[src/sv/gfr_pkg.sv]
`timescale 1ns / 1ps
`default_nettype none
// -----------------------------------------------------------------------------
// Glyph framebuffer renderer package
// Shared types, the command format passed from front to back, and the
// 5x7 font table with its lookup helpers.
// -----------------------------------------------------------------------------
package gfr_pkg;

	// Default screen geometry.
	localparam int SCREEN_COLS_DEF = 128;
	localparam int SCREEN_ROWS_DEF = 64;

	// Depth of the command queue between front and back.
	localparam int QUEUE_DEPTH = 2;

	// Font coverage.
	localparam int FIRST_CODE  = 32;
	localparam int LAST_CODE   = 90;
	localparam int GLYPH_COUNT = LAST_CODE - FIRST_CODE + 1;

	// Action codes as they arrive on the input channel.
	typedef enum logic [1:0] {
		ACT_DRAW  = 2'd0,
		ACT_CLEAR = 2'd1,
		ACT_READ  = 2'd2,
		ACT_NONE  = 2'd3
	} action_t;

	// Five glyph columns, leftmost column in the top byte.
	typedef logic [39:0] glyph_t;

	// Classified command held in the queue.
	typedef struct packed {
		action_t     op;
		glyph_t      glyph;
		logic        big;
		logic [8:0]  x0;
		logic [7:0]  y0;
		logic [9:0]  read_index;
	} cmd_t;

	// Status from the back end to the front end.
	typedef struct packed {
		logic init_busy;
	} status_t;

	// Font table: each entry is columns 0..4, bit 0 of each column is the top row.
	localparam glyph_t GLYPH_ROM [GLYPH_COUNT] = '{
		40'h00_00_00_00_00, 40'h00_00_5F_00_00, 40'h00_07_00_07_00, 40'h14_7F_14_7F_14,
		40'h24_2A_7F_2A_12, 40'h23_13_08_64_62, 40'h36_49_55_22_50, 40'h00_05_03_00_00,
		40'h00_1C_22_41_00, 40'h00_41_22_1C_00, 40'h14_08_3E_08_14, 40'h08_08_3E_08_08,
		40'h00_50_30_00_00, 40'h08_08_08_08_08, 40'h00_60_60_00_00, 40'h20_10_08_04_02,
		40'h3E_51_49_45_3E, 40'h00_42_7F_40_00, 40'h42_61_51_49_46, 40'h21_41_45_4B_31,
		40'h18_14_12_7F_10, 40'h27_45_45_45_39, 40'h3C_4A_49_49_30, 40'h01_71_09_05_03,
		40'h36_49_49_49_36, 40'h06_49_49_29_1E, 40'h00_36_36_00_00, 40'h00_56_36_00_00,
		40'h08_14_22_41_00, 40'h14_14_14_14_14, 40'h00_41_22_14_08, 40'h02_01_51_09_06,
		40'h32_49_79_41_3E, 40'h7E_11_11_11_7E, 40'h7F_49_49_49_36, 40'h3E_41_41_41_22,
		40'h7F_41_41_22_1C, 40'h7F_49_49_49_41, 40'h7F_09_09_09_01, 40'h3E_41_49_49_7A,
		40'h7F_08_08_08_7F, 40'h00_41_7F_41_00, 40'h20_40_41_3F_01, 40'h7F_08_14_22_41,
		40'h7F_40_40_40_40, 40'h7F_02_0C_02_7F, 40'h7F_04_08_10_7F, 40'h3E_41_41_41_3E,
		40'h7F_09_09_09_06, 40'h3E_41_51_21_5E, 40'h7F_09_19_29_46, 40'h46_49_49_49_31,
		40'h01_01_7F_01_01, 40'h3F_40_40_40_3F, 40'h1F_20_40_20_1F, 40'h3F_40_38_40_3F,
		40'h63_14_08_14_63, 40'h07_08_70_08_07, 40'h61_51_49_45_43
	};

	// Font lookup; codes outside the font map to the blank glyph.
	function automatic glyph_t glyph_lookup(input logic [7:0] code);
		logic [5:0] sel;
		sel = '0;
		if (code >= 8'(FIRST_CODE) && code <= 8'(LAST_CODE))
			sel = 6'(code - 8'(FIRST_CODE));
		return GLYPH_ROM[sel];
	endfunction

	// Seven pixel bits of one glyph column.
	function automatic logic [6:0] glyph_column(input glyph_t g, input logic [2:0] idx);
		case (idx)
			3'd0: return g[38:32];
			3'd1: return g[30:24];
			3'd2: return g[22:16];
			3'd3: return g[14:8];
			3'd4: return g[6:0];
			default: return '0;
		endcase
	endfunction

endpackage
`default_nettype wire

[src/sv/gfr_queue.sv]
`timescale 1ns / 1ps
`default_nettype none
// -----------------------------------------------------------------------------
// Command queue
// Short first-in first-out buffer that decouples the front end from the
// back end, so that either side can stall on its own.
// -----------------------------------------------------------------------------
module gfr_queue (
	input  wire logic          clk,
	input  wire logic          arst_n,
	input  wire logic          push,
	input  wire gfr_pkg::cmd_t push_cmd,
	output logic               full,
	input  wire logic          pop,
	output logic               head_valid,
	output gfr_pkg::cmd_t      head
);

	localparam int DEPTH = gfr_pkg::QUEUE_DEPTH;
	localparam int PTR_W = (DEPTH > 1) ? $clog2(DEPTH) : 1;

	gfr_pkg::cmd_t    slots_q [DEPTH];
	logic [PTR_W-1:0] wr_ptr_q;
	logic [PTR_W-1:0] rd_ptr_q;
	logic [PTR_W:0]   count_q;

	assign full       = (count_q == (PTR_W+1)'(DEPTH));
	assign head_valid = (count_q != '0);
	assign head       = slots_q[rd_ptr_q];

	// Storage is written on every push transfer.
	always_ff @(posedge clk) begin
		if (push)
			slots_q[wr_ptr_q] <= push_cmd;
	end

	// Pointers and fill level.
	always_ff @(posedge clk or negedge arst_n) begin
		if (!arst_n) begin
			wr_ptr_q <= '0;
			rd_ptr_q <= '0;
			count_q  <= '0;
		end else begin
			if (push)
				wr_ptr_q <= (wr_ptr_q == PTR_W'(DEPTH - 1)) ? '0 : wr_ptr_q + 1'b1;
			if (pop)
				rd_ptr_q <= (rd_ptr_q == PTR_W'(DEPTH - 1)) ? '0 : rd_ptr_q + 1'b1;
			if (push && !pop)
				count_q <= count_q + 1'b1;
			else if (pop && !push)
				count_q <= count_q - 1'b1;
		end
	end

endmodule
`default_nettype wire

[config.mk]
export PLATFORM = sky130hd
export DESIGN_NAME = gfr_queue
export DESIGN_NICKNAME = d
export VERILOG_FILES = /design/src/sv/gfr_pkg.sv /design/src/sv/gfr_queue.sv
export SDC_FILE = /design/constraint.sdc
export NUM_CORES = 1
export LEC_CHECK = 0
export BUFFER_PORTS_ARGS = -buffer_cell sky130_fd_sc_hd__buf_2
export CAP_MARGIN = 10
export CORE_UTILIZATION = 56
export DETAILED_ROUTE_END_ITERATION = 10
export GPL_TIMING_DRIVEN = 1
export PLACE_DENSITY = 0.9
export SKIP_CTS_REPAIR_TIMING = 1
export SLEW_MARGIN = 20
export SYNTH_ARGS = -nofsm -noshare
export SYNTH_HDL_FRONTEND = slang
export SYNTH_SLANG_ARGS = --single-unit
[constraint.sdc]
create_clock -name clk -period 11.9 [get_ports clk]
set_input_delay 0.595 -clock clk [delete_from_list [all_inputs] [get_ports clk]]
set_output_delay 0.595 -clock clk [all_outputs]
set_load 0.02 [all_outputs]
==> summary.md, run 1 <==
The flow ran to the end, and the final reports show no timing, DRC or antenna violations. For the number of cells produced by synthesis, the log shows 234. The top cell types in the final layout, fill and taps aside, are sky130_fd_sc_hd__buf_2 (145), sky130_fd_sc_hd__edfxtp_1 (140), sky130_fd_sc_hd__mux2_4 (69).

In this run, CTS created clock tree buffers numbering 17. For the end-of-flow core utilization, the log shows 0.720. Walking the worst path, the cells encountered are buf_4, mux2_2, buf_2. At the pin with the least slew margin, the transition time is 1.02 ns. Max-cap violations in this run came to 0.

Library cell contributing the largest single delay on the critical path: sky130_fd_sc_hd__dfrtp_4. Largest stage delay on the critical path: 0.80 ns. The logs give 0 for the initial antenna violation count and 99 for the initial DRC count. After detailed routing, the average wire length per cell comes to 17.0 microns. The logs give 0.00573 ns for the post-route clock skew and 468 for the number of nets in the layout.

The die extent in x is 102 microns, and the detailed-route DRC error count is 0. The tools report the sum of net half-perimeters after detailed placement as 5880 microns. The net count after synthesis was 309.

The H-tree was split into 4 levels. Type of element launching the critical path: a register. The number of input and output port buffers inserted was 145. The path type of the worst setup path was reg2out. Dividing the detail-routed via count by the number of cells gives 4.90. Placement-stage worst setup slack: 9.20 ns.

The sink count of the clock tree is 144. The final-report setup violation count came out at 0. The global route total overflow was 0; the number of warnings printed during yosys synthesis was 0. The count of final hold-check violations is 0, and the via count of the routed design is 2640. Power spread over the standard cell area amounts to 264 nW/um^2.

In this run the static leakage power is 2.87 nW. The core region is 9730 sq um. The final wirelength was 9170 microns. The first global-routing pass estimated 13200 microns of wire. Row generation in the floorplan step produced 36 rows. The logs give 2 for the largest buffer count on any clock path and 6360 sq um for the placed instance area. The pre-antenna-repair detailed-routing pass consisted of 4 iterations. Synthesis instantiated 14 different standard cells from the library.

The overall track demand over capacity in global routing came out at 0.181. The run gives 0.670 as the global placement routability congestion. Hold is met by 0.269 ns. TritonCTS built the clock tree.

The cell area that synthesis handed to floorplanning was 5590 sq um. Dividing the synthesized area by the synthesized cell count gives 23.9 sq um. The synthesis-stage register bit count came out at 144. The kind of end point of the critical path is a primary output. 0 antenna diodes ended up in the layout.

Of all cell types, the one taking the most synthesized area is sky130_fd_sc_hd__edfxtp_1. The number of top-level pins is 146. Setup repair after global routing left no endpoint under its margin. Clock latency on the worst-skew pair, taken at its later pin, is 0.51 ns. After synthesis, the cell types taking the most area are sky130_fd_sc_hd__edfxtp_1 (75%), sky130_fd_sc_hd__mux2_4 (19%), sky130_fd_sc_hd__buf_12 (2.5%). The number of global-route vias before repair was 2630; the final critical-path required period was 3.23 ns. Data on the critical path arrives at its endpoint at 2.64 ns. In this run the worst path has a maximum fanout of 40. The number of nets still failing antenna checks after routing was 0; the height of the die was 102 microns. The worst path meets setup with 8.67 ns of slack. For the post-synthesis sequential area ratio, the log shows 0.770.

From synthesis to final layout, the design area changed by 25.3%. Timing would allow up to 309 MHz. The run gives 0 as the max-slew violation total from the final report. The library cell used most frequently in the layout, excluding fill and tap cells, is sky130_fd_sc_hd__buf_2. The final instance area was 7010 sq um; the clock-pin slew on the worst setup and hold paths was 0.06 ns. The count of filler cells inserted in the layout was 621; the post-route fraction of the period consumed by the critical path was 0.272.

The relative slew slack is 0.321, and the effective utilization at floorplan is 0.575. For the worst reg-to-reg setup slack, the log shows 9.71 ns. The classification of the worst-slack hold path was in2reg.

The run gives 0.000156 V as the peak ir drop on the vdd network. The clock root buffer master was sky130_fd_sc_hd__clkbuf_8. The share of Yosys cell area claimed by the top area cell type is 0.752, and the final-layout setup total negative slack is 0 ns. The largest net degree at the start of global routing was 71; the fraction of layout cells with a size suffix above 1 was 0.608. The floorplan step defined a die boundary enclosing 10400 sq um.

The worst path required time is 11.31 ns.
## state kept, by name, indices dropped and copies added (netlist names)
register  flops
slots_q     140
count_q       2
rd_ptr_q      1
wr_ptr_q      1
## path summary, 6_finish.rpt
kind                                                  to                    from  cells past startpoint
max in group asynchronous           rd_ptr_q$_DFFE_PN0P_                  arst_n                      2
min in group asynchronous           wr_ptr_q$_DFFE_PN0P_                  arst_n                      2
worst min register to register    count_q[1]$_DFFE_PN0P_  count_q[1]$_DFFE_PN0P_                      1
worst max register to register  slots_q[0][63]$_DFFE_PP_    wr_ptr_q$_DFFE_PN0P_                      2
worst min-delay path            slots_q[0][43]$_DFFE_PP_            push_cmd[43]                      1
worst max-delay path                            head[49]    rd_ptr_q$_DFFE_PN0P_                      3
## layout make-up
cell class	instances	area (sq um)	share of cell area
multi-input combinational	81	1140	0.163
inverter	1	3.75	0.000536
clock inverter	14	219	0.0312
tap	133	166	0.0237
sequential	144	4310	0.615
timing repair buffer	148	751	0.107
clock buffer	18	418	0.0596
## Yosys cell counts
cell type                  count
sky130_fd_sc_hd__and2_1        1
sky130_fd_sc_hd__buf_12        7
sky130_fd_sc_hd__buf_6         1
sky130_fd_sc_hd__dfrtp_1       4
sky130_fd_sc_hd__edfxtp_1    140
sky130_fd_sc_hd__ha_1          1
sky130_fd_sc_hd__inv_1         1
sky130_fd_sc_hd__mux2_2        1
sky130_fd_sc_hd__mux2_4       69
sky130_fd_sc_hd__nor2_1        1
sky130_fd_sc_hd__nor2b_1       2
sky130_fd_sc_hd__or2_2         1
sky130_fd_sc_hd__xnor2_1       1
sky130_fd_sc_hd__xor2_1        4
## worst max-delay path: cells and delay by family, from the launching register on
kind	cells	cell delay (ns)
multiplexers	1	0.41
flip-flops	1	0.80
buffers and inverters	2	0.84
## per-stage QoR
stage | power [mW] | cells
3_5_place_dp | 1.30 | 506
3_3_place_gp | 1.29 | 506
6_report | 1.85 | 539
5_1_grt | 1.93 | 539
2_1_floorplan | 1.20 | 234
4_1_cts | 1.87 | 538
## logic make-up after synthesis
family,count (synthesis),synth area share
muxes,70,0.187
buffers and inverters,9,0.0277
DFF,144,0.770
adders and majority gates,1,0.00224
xor gates and xnor gates,5,0.00783
and+or+nand+nor,5,0.00515
## layer usage
| metal | track usage | share of wire | vias to the layer above |
|---|---|---|---|
| met4 | 0.0857 | 0.010 | 0 |
| li1 | - | - | 1241 |
| met2 | 0.307 | 0.52 | 99 |
| met5 | 0 | 0 | - |
| met1 | 0.206 | 0.41 | 1292 |
| met3 | 0.0636 | 0.060 | 8 |
## where the power goes
group | switching (mW) | internal [mW] | leakage [nW]
sequential | 0.0582 | 0.676 | 1.36
combinational | 0.294 | 0.259 | 1.21
clock | 0.187 | 0.378 | 0.302
total | 0.540 | 1.31 | 2.87
(Power assumes the default switching activity.)
==> inputs of run 2 (changes only) <==
- CORE_UTILIZATION: 56 -> 47
- PLACE_DENSITY: 0.9 -> 0.81
- clock period: 11.9 -> 2.7 ns (I/O delays scaled with it)
==> run 2 against run 1 <==
The run now ends with design-rule violations left. Register-to-register slack worse by 8.7 ns. Utilization decreased by 4.7 points. Worst setup slack lost 8.3 ns. Global-route usage down 3.4 points. Critical path depth did not move. First-iteration DRC count up 25%. Count of clock-buffer cells in the layout decreased by 1. Sequential power grew to 4.4 times the previous value. Flip-flop and latch count did not move. Die area rose by 19%. Largest cell class unchanged.
==> summary.md, run 2 (synthesized netlist as in run 1, its figures left out) <==
In the layout the commonest cells are sky130_fd_sc_hd__buf_2 (145), sky130_fd_sc_hd__edfxtp_1 (140), sky130_fd_sc_hd__dlygate4sd3_1 (73). The power density normalized to cell area came out at 1060 nW/um^2 (+300%). The number of nets in the layout is 543 (+16%), and the detailed-route DRC error count is 20 (+20). Setup repair after global routing left no endpoint under its margin. Kind of end point of the critical path: a primary output. The worst reg-to-reg setup slack was 1.06 ns (-8.65 ns). The peak ir drop on the vdd network is 0.000850 V (+440%). Most common cell after layout, fill and taps aside: sky130_fd_sc_hd__buf_2. The count of TritonRoute iterations in the first routing pass came out at 8 (+4). The largest buffer count on any clock path was 2 (unchanged); the final-report setup violation count was 0 (unchanged). The clock insertion delay at the later pin of the skew report is 0.41 ns (-0.10 ns). The height of the die came out at 111 microns (+9.0%). The overall track demand over capacity in global routing is 0.147 (-0.0336), and the max-cap check violation count is 0 (unchanged). For this run, the top clock speed supported by timing is 427 MHz. The run gives 2744 (+4.3%) as the number of global-route vias before repair. The tools report the tightest hold margin as 0.105 ns (-0.164 ns). The count of final hold-check violations came out at 0 (unchanged). The tools report the initial antenna violation count as 0 (unchanged). The relative slew slack is 0.363 (+0.0422), and the number of nets still failing antenna checks after routing is 0 (unchanged). Relative to the synthesized area, the layout overhead comes to 38.6%.

For the via count of the routed design, the log shows 2942 (+11%). The placeable core region came out at 11500 sq um (+18%). The run gives 13400 microns (+1.2%) as the wire length of the first global-routing pass. The final reports fail on design-rule violations. The flip-flop count of the largest register, all copies and words added was 140 (unchanged).

The count of filler cells inserted in the layout is 760 (+22%). The flow ran to the end, but the final reports show violations. The sequential fraction of design power is 0.395 (about the same), and the number of top-level pins is 146 (unchanged). Global placement routability congestion: 0.686 (+2.3%). The logs give 0.673 (-0.0473) for the end-of-flow core utilization and 0 ns (unchanged) for the final-layout setup total negative slack.

TritonCTS built the clock tree. The count of antenna diodes in the layout came out at 0 (unchanged). The arrival time reported for the critical path endpoint is 2.21 ns (-0.43 ns), and the sink count of the clock tree is 144 (unchanged). The post-route fraction of the period consumed by the critical path was 0.868; the maximum fanout along the worst path was 37 (-7.5%). The leakage power of the design came out at 3.18 nW (+11%). The post-detailed-route wirelength per cell is 15.9 microns (-6.4%), and the via-per-instance ratio is 4.71 (-3.7%). The tools report the largest net degree at the start of global routing as 71 (unchanged). The power share of the combinational group was 0.309 (+0.011); the switching power total was 2.41 mW (+350%). The logs give 124 (+25%) for the initial DRC count and 4310 sq um (unchanged) for the area of all sequential standard cells.

The number of buffers added by the clock tree synthesis step is 17 (unchanged). The pin slew with the least headroom to its limit works out to 0.955 ns (-0.0611 ns). The effective utilization at floorplan is 0.486 (-0.0892).

The worst setup path is launched from a register. The part of the power in the clock network came out at 0.296 (-0.009). In this run the worst setup path begins at rd_ptr_q$_DFFE_PN0P_.

The multi-input gate area in the final layout was 1140 sq um (unchanged); the CTS H-tree depth was 4 (unchanged). The clock-pin slew on the worst setup and hold paths was 0.06 ns (about the same). The run gives 0 (unchanged) as the max-slew violation total from the final report. The number of input and output port buffers inserted works out to 145 (unchanged). The worst register-to-register path begins at wr_ptr_q$_DFFE_PN0P_. The internal power of the cells was 5.82 mW (+340%); the fraction of layout cells with a size suffix above 1 was 0.520 (-0.0886). The largest register by flop count is slots_q. The global route total overflow was 0 (unchanged). Sum of net half-perimeters after detailed placement: 5800 microns (-1.4%). The clock root buffer master was sky130_fd_sc_hd__clkbuf_16.

The number of placement rows came out at 39 (+8.3%). Die extent in x: 111 microns (+9.0%). The logs give 8.23 mW (+340%) for the total chip power and 9940 microns (+8.4%) for the final wirelength. The classification of the worst-slack hold path is in2async.

The largest registers in the layout are slots_q: 140 flops, count_q: 2 flops. The switching fraction of total power was 0.293 (+0.00140); the worst path required time was 2.57 ns (-8.74 ns). The post-route clock skew was 0.00563 ns (-0.000105 ns).

The placed instance area is 6400 sq um (+0.55%), and the final critical-path required period is 2.34 ns. The total die area was 12300 sq um (+19%); the final instance area was 7750 sq um (+11%). The critical path is of the reg2out type.
[run 2: changes by cell type in the layout (fill, tap and decap cells not counted), sizes merged]
| cell | before | now |
|---|---|---|
| bufinv | 6 | 5 |
| dlygate4sd3 | 1 | 73 |
| clkbuf | 18 | 17 |
| buf | 147 | 150 |
| clkinv | 6 | 8 |
[run 2: worst max-delay path, cell delays in order (launching register included)]
cell                      delay (ns)
sky130_fd_sc_hd__dfrtp_4        0.86
sky130_fd_sc_hd__buf_4          0.40
sky130_fd_sc_hd__mux2_4         0.33
sky130_fd_sc_hd__buf_2          0.16
[run 2: area by class of cell]
type / count / area share
clock buffers: 17 / 0.0549
clock inverters: 15 / 0.0255
inverters: 1 / 0.000484
multi-input cells: 81 / 0.147
flip-flops and latches: 144 / 0.556
well taps: 143 / 0.0231
repair buffers: 223 / 0.193
[run 2: worst paths after layout]
check | to | depth (start not counted)
worst max-delay path | head[30] | 3
worst min-delay path | count_q[1]$_DFFE_PN0P_ | 2
worst max register to register | slots_q[1][39]$_DFFE_PP_ | 1
worst min register to register | count_q[1]$_DFFE_PN0P_ | 1
max in group asynchronous | rd_ptr_q$_DFFE_PN0P_ | 2
min in group clk | slots_q[0][52]$_DFFE_PP_ | 2
[run 2: power by group through the flow]
stage	registers [mW]	clock network [mW]	logic (mW)
2_1_floorplan	3.12	0	2.16
3_3_place_gp	3.27	0	2.44
3_5_place_dp	3.30	0	2.47
4_1_cts	3.25	2.48	2.48
5_1_grt	3.29	2.57	2.68
6_report	3.25	2.44	2.54
[run 2: metal layers]
layer  part of all wire  GRT usage
met1               0.40      0.163
met5                  0          0
met4              0.021     0.0784
met3              0.056     0.0607
met2               0.52      0.244
[run 2: per-stage QoR]
step           cells  setup WS, ns
2_1_floorplan    234        0.0403
3_3_place_gp     519         0.799
3_5_place_dp     519         0.783
4_1_cts          551         0.331
5_1_grt          624         0.273
6_report         624         0.356
==> inputs of run 3 (changes only) <==
- ABC_AREA: unset -> 1
- SLEW_MARGIN: 20 -> 5
==> run 3 against run 2 <==
Final cell count is 1.4% higher. Non-clock buffer count shrank 1. Critical endpoint is now head[24]. Register-to-register slack gained 0.32 ns. Via count up 0.99%. Power rose by 0.61%. Utilization up 0.41 points. Synthesized area increased by 0.31%. Count of clock-buffer cells in the layout unchanged. Critical path type unchanged. Combinational power is 8% higher. The run still ends with design-rule violations left. Highest routed layer unchanged.
==> summary.md, run 3 <==
Clock tree synthesis selected as its root buffer the cell sky130_fd_sc_hd__clkbuf_16. The sink count of the clock tree was 144 (unchanged); the tightest hold margin was 0.0821 ns (-0.0230 ns). The fraction of synthesized cell area in xor and xnor cells is 0.00468 (-0.00315). The largest registers in the layout are slots_q: 140 flops, count_q: 2 flops.

The most used flip-flop cell after synthesis is sky130_fd_sc_hd__edfxtp_1. The initial antenna violation count was 1 (+1); the initial DRC count was 134 (+8.1%). The share of async-settable or async-resettable flops after synthesis was 0.0278 (unchanged); the die extent in x was 111 microns (+0.15%). The logs give 0 (unchanged) for the number of warnings printed during yosys synthesis and 0.000658 V (-23%) for the peak ir drop on the vdd network. The sum of net half-perimeters after detailed placement is 5610 microns (-3.3%). The flow ran to the end, but the final reports show violations. The net count after synthesis was 318 (+2.9%). The synthesis-stage register bit count was 144 (unchanged); the global placement routability congestion was 0.662 (-3.4%).

The run gives 0.294 (-0.002) as the part of the power in the clock network. The clock insertion delay at the later pin of the skew report came out at 0.41 ns (about the same). Setup repair after global routing left no endpoint under its margin.

The detailed-route DRC error count is 22 (+10%). The library cell used most frequently in the layout, excluding fill and tap cells, is sky130_fd_sc_hd__buf_2. The flip-flop count of the largest register, all copies and words added works out to 140 (unchanged). The power density normalized to cell area works out to 1060 nW/um^2 (about the same). The overall track demand over capacity in global routing is 0.154 (+0.00682).

Area of the mapped netlist: 5610 sq um (+0.31%). After synthesis, the most frequently instantiated cells are sky130_fd_sc_hd__edfxtp_1 (140), sky130_fd_sc_hd__mux2_4 (69), sky130_fd_sc_hd__buf_12 (7), sky130_fd_sc_hd__inv_1 (7), sky130_fd_sc_hd__nand2_1 (6). The clock-pin slew on the worst setup and hold paths works out to 0.06 ns (about the same). For the count of final hold-check violations, the log shows 0 (unchanged). By area, the combinational part of the netlist is dominated by multiplexers. The count of TritonRoute iterations in the first routing pass was 8 (unchanged). The switching fraction of total power is 0.295 (+0.00175).

The via count of the routed design is 2971 (+0.99%), and the final-layout setup total negative slack is 0 ns (unchanged). The final-report setup violation count is 0 (unchanged). The tools report the number of cells produced by synthesis as 243 (+3.8%).

The type of element launching the critical path was a register. The mean post-synth cell area works out to 23.1 sq um (-3.4%). The tools report the switching power total as 2.44 mW (+1.2%). The total chip power came out at 8.28 mW (+0.61%). The final wirelength is 10100 microns (+2.1%). The largest buffer count on any clock path came out at 2 (unchanged).

Of all cell types, the one taking the most synthesized area is sky130_fd_sc_hd__edfxtp_1. The classification of the worst-slack hold path is in2async. The tools report the number of placed cells counting well taps as 527 (+1.5%). The post-route clock skew is 0.00321 ns (-0.00242 ns), and the wire length of the first global-routing pass is 13900 microns (+4.4%). Launch point of the critical path: rd_ptr_q$_DFFE_PN0P_. The logs give 146 (unchanged) for the number of top-level pins and 0 (unchanged) for the max-cap check violation count. The number of input and output port buffers inserted was 145 (unchanged); the post-detailed-route wirelength per cell was 16.0 microns (+0.67%).

The share of Yosys cell area claimed by the top area cell type is 0.749 (-0.00235). For the global route total overflow, the log shows 0 (unchanged). Leakage power of the design: 3.22 nW (+1.3%). slots_q holds more flip-flops than any other register. The run gives 0.767 (-0.00240) as the post-synthesis sequential area ratio.

The worst setup path is captured at a primary output. The tools report the number of placement rows as 39 (unchanged). The total die area was 12400 sq um (+0.31%); the timing-limited maximum frequency was 527 MHz (+23%). The height of the die is 111 microns (+0.15%), and the number of nets in the layout is 551 (+1.5%). The final critical-path required period came out at 1.90 ns (-0.445 ns).

The placeable core region came out at 11500 sq um (unchanged). For the arrival time reported for the critical path endpoint, the log shows 1.76 ns (-0.45 ns). TritonCTS built the clock tree. Maximum fanout along the worst path: 25 (-32%). For the largest net degree at the start of global routing, the log shows 71 (unchanged).

The tools report the max-slew violation total from the final report as 0 (unchanged). The run gives 5.84 mW (+0.36%) as the internal power of the cells. The path type of the worst setup path is reg2out. The relative slew slack was 0.690 (+0.327); the compound-cell area share of the yosys netlist was 0 (unchanged). The area growth from synthesis to layout is 39.0%. The number of synthesized flops with an enable pin works out to 140 (unchanged). Pin slew with the least headroom to its limit: 0.465 ns (-0.491 ns).

Among all cell types in the netlist, the one instantiated most often is sky130_fd_sc_hd__edfxtp_1. For the power share of the combinational group, the log shows 0.331 (+0.022). Worst path required time: 2.57 ns (about the same).

Kind of cell adding the most delay to the critical path: buffers and inverters. The effective utilization at floorplan is 0.487 (+0.00152). The largest stage delay on the critical path was 0.42 ns (-0.44 ns).

The buffer and inverter count on the worst path works out to 2 (unchanged). The fraction of layout cells with a size suffix above 1 works out to 0.511 (-0.00850). The via-per-instance ratio is 4.69 (-0.45%).

The startpoint identified for the worst register-to-register timing path is wr_ptr_q$_DFFE_PN0P_. On the critical path, the stage with the largest delay is an instance of sky130_fd_sc_hd__dfrtp_4. Post-route fraction of the period consumed by the critical path: 0.703 (-0.165). The checks that failed: design-rule violations. Multiplexer fraction of the synthesized cell area: 0.187 (-0.000585).

The number of global-route vias before repair is 2841 (+3.5%). The end-of-flow core utilization is 0.677 (+0.00413). The top cell types in the final layout, fill and taps aside, are sky130_fd_sc_hd__buf_2 (145), sky130_fd_sc_hd__edfxtp_1 (140), sky130_fd_sc_hd__dlygate4sd3_1 (73).

The adder-cell share of the synthesized area was 0.00223 (-0.00000699); the post-layout instance count excluding filler cells was 633 (+1.4%). The number of buffers added by the clock tree synthesis step is 17 (unchanged). The sequential fraction of design power was 0.375 (-0.020); the basic-gate share of the synthesized area counting and, or, nand and nor cells was 0.00736 (+0.00221). The run gives 14 (unchanged) as the post-synthesis cell type count.

The signal on the critical path passes through buf_4, mux2_4, buf_2. After synthesis, the cell types taking the most area are sky130_fd_sc_hd__edfxtp_1 (75%), sky130_fd_sc_hd__mux2_4 (18%), sky130_fd_sc_hd__buf_12 (2.5%). The count of filler cells inserted in the layout was 732 (-3.7%). For the CTS H-tree depth, the log shows 4 (unchanged). The number of nets still failing antenna checks after routing is 0 (unchanged).
-- run 3: metal layers --
metal,part of all wire,global-route usage,up-vias
li1,-,-,1417
met1,0.39,0.170,1442
met2,0.54,0.254,99
met3,0.060,0.0651,13
met4,0.0088,0.0802,0
met5,0,0,-
-- run 3: metrics by stage --
step | setup slack (ns) | instance area, sq um
2_1_floorplan | 0.0336 | 5610
3_3_place_gp | 1.23 | 6440
3_5_place_dp | 1.21 | 6440
4_1_cts | 0.758 | 7060
5_1_grt | 0.733 | 7800
6_report | 0.801 | 7800
-- run 3: area by class of cell --
cell class                 instances  area [sq um]  area share
clock inverter                    15           198      0.0254
multi-input combinational         84          1130       0.146
sequential                       144          4310       0.552
tap                              143           179      0.0229
timing repair buffer             222          1520       0.195
inverter                           7          26.3     0.00337
antenna                            1          2.50    0.000321
clock buffer                      17           425      0.0546
-- run 3: power groups by stage --
| stage | registers (mW) | clock network [mW] | logic [mW] |
|---|---|---|---|
| 2_1_floorplan | 3.12 | 0 | 2.16 |
| 3_3_place_gp | 3.12 | 0 | 2.65 |
| 3_5_place_dp | 3.15 | 0 | 2.67 |
| 4_1_cts | 3.11 | 2.50 | 2.68 |
| 5_1_grt | 3.14 | 2.58 | 2.89 |
| 6_report | 3.10 | 2.44 | 2.74 |
-- run 3: cells by family (layout without fill, tap and decap cells) --
family,after synthesis,in the layout
XOR/XNOR,3,3
adder cells (fa/ha/maj),1,1
buffers and inverters,15,261
flip-flops,144,144
multiplexers,70,70
other,0,1
AND/OR/NAND/NOR,10,10
-- run 3: final timing paths --
| check | end | cells past startpoint | slack [ns] |
|---|---|---|---|
| worst max-delay path | head[24] | 3 | 0.80 |
| worst max register to register | slots_q[0][14]$_DFFE_PP_ | 2 | 1.38 |
| worst min register to register | count_q[1]$_DFFE_PN0P_ | 2 | 0.49 |
| worst min-delay path | count_q[0]$_DFFE_PN0P_ | 2 | 0.08 |
| max in group asynchronous | rd_ptr_q$_DFFE_PN0P_ | 2 | 2.46 |
| min in group clk | slots_q[1][4]$_DFFE_PP_ | 2 | 0.45 |
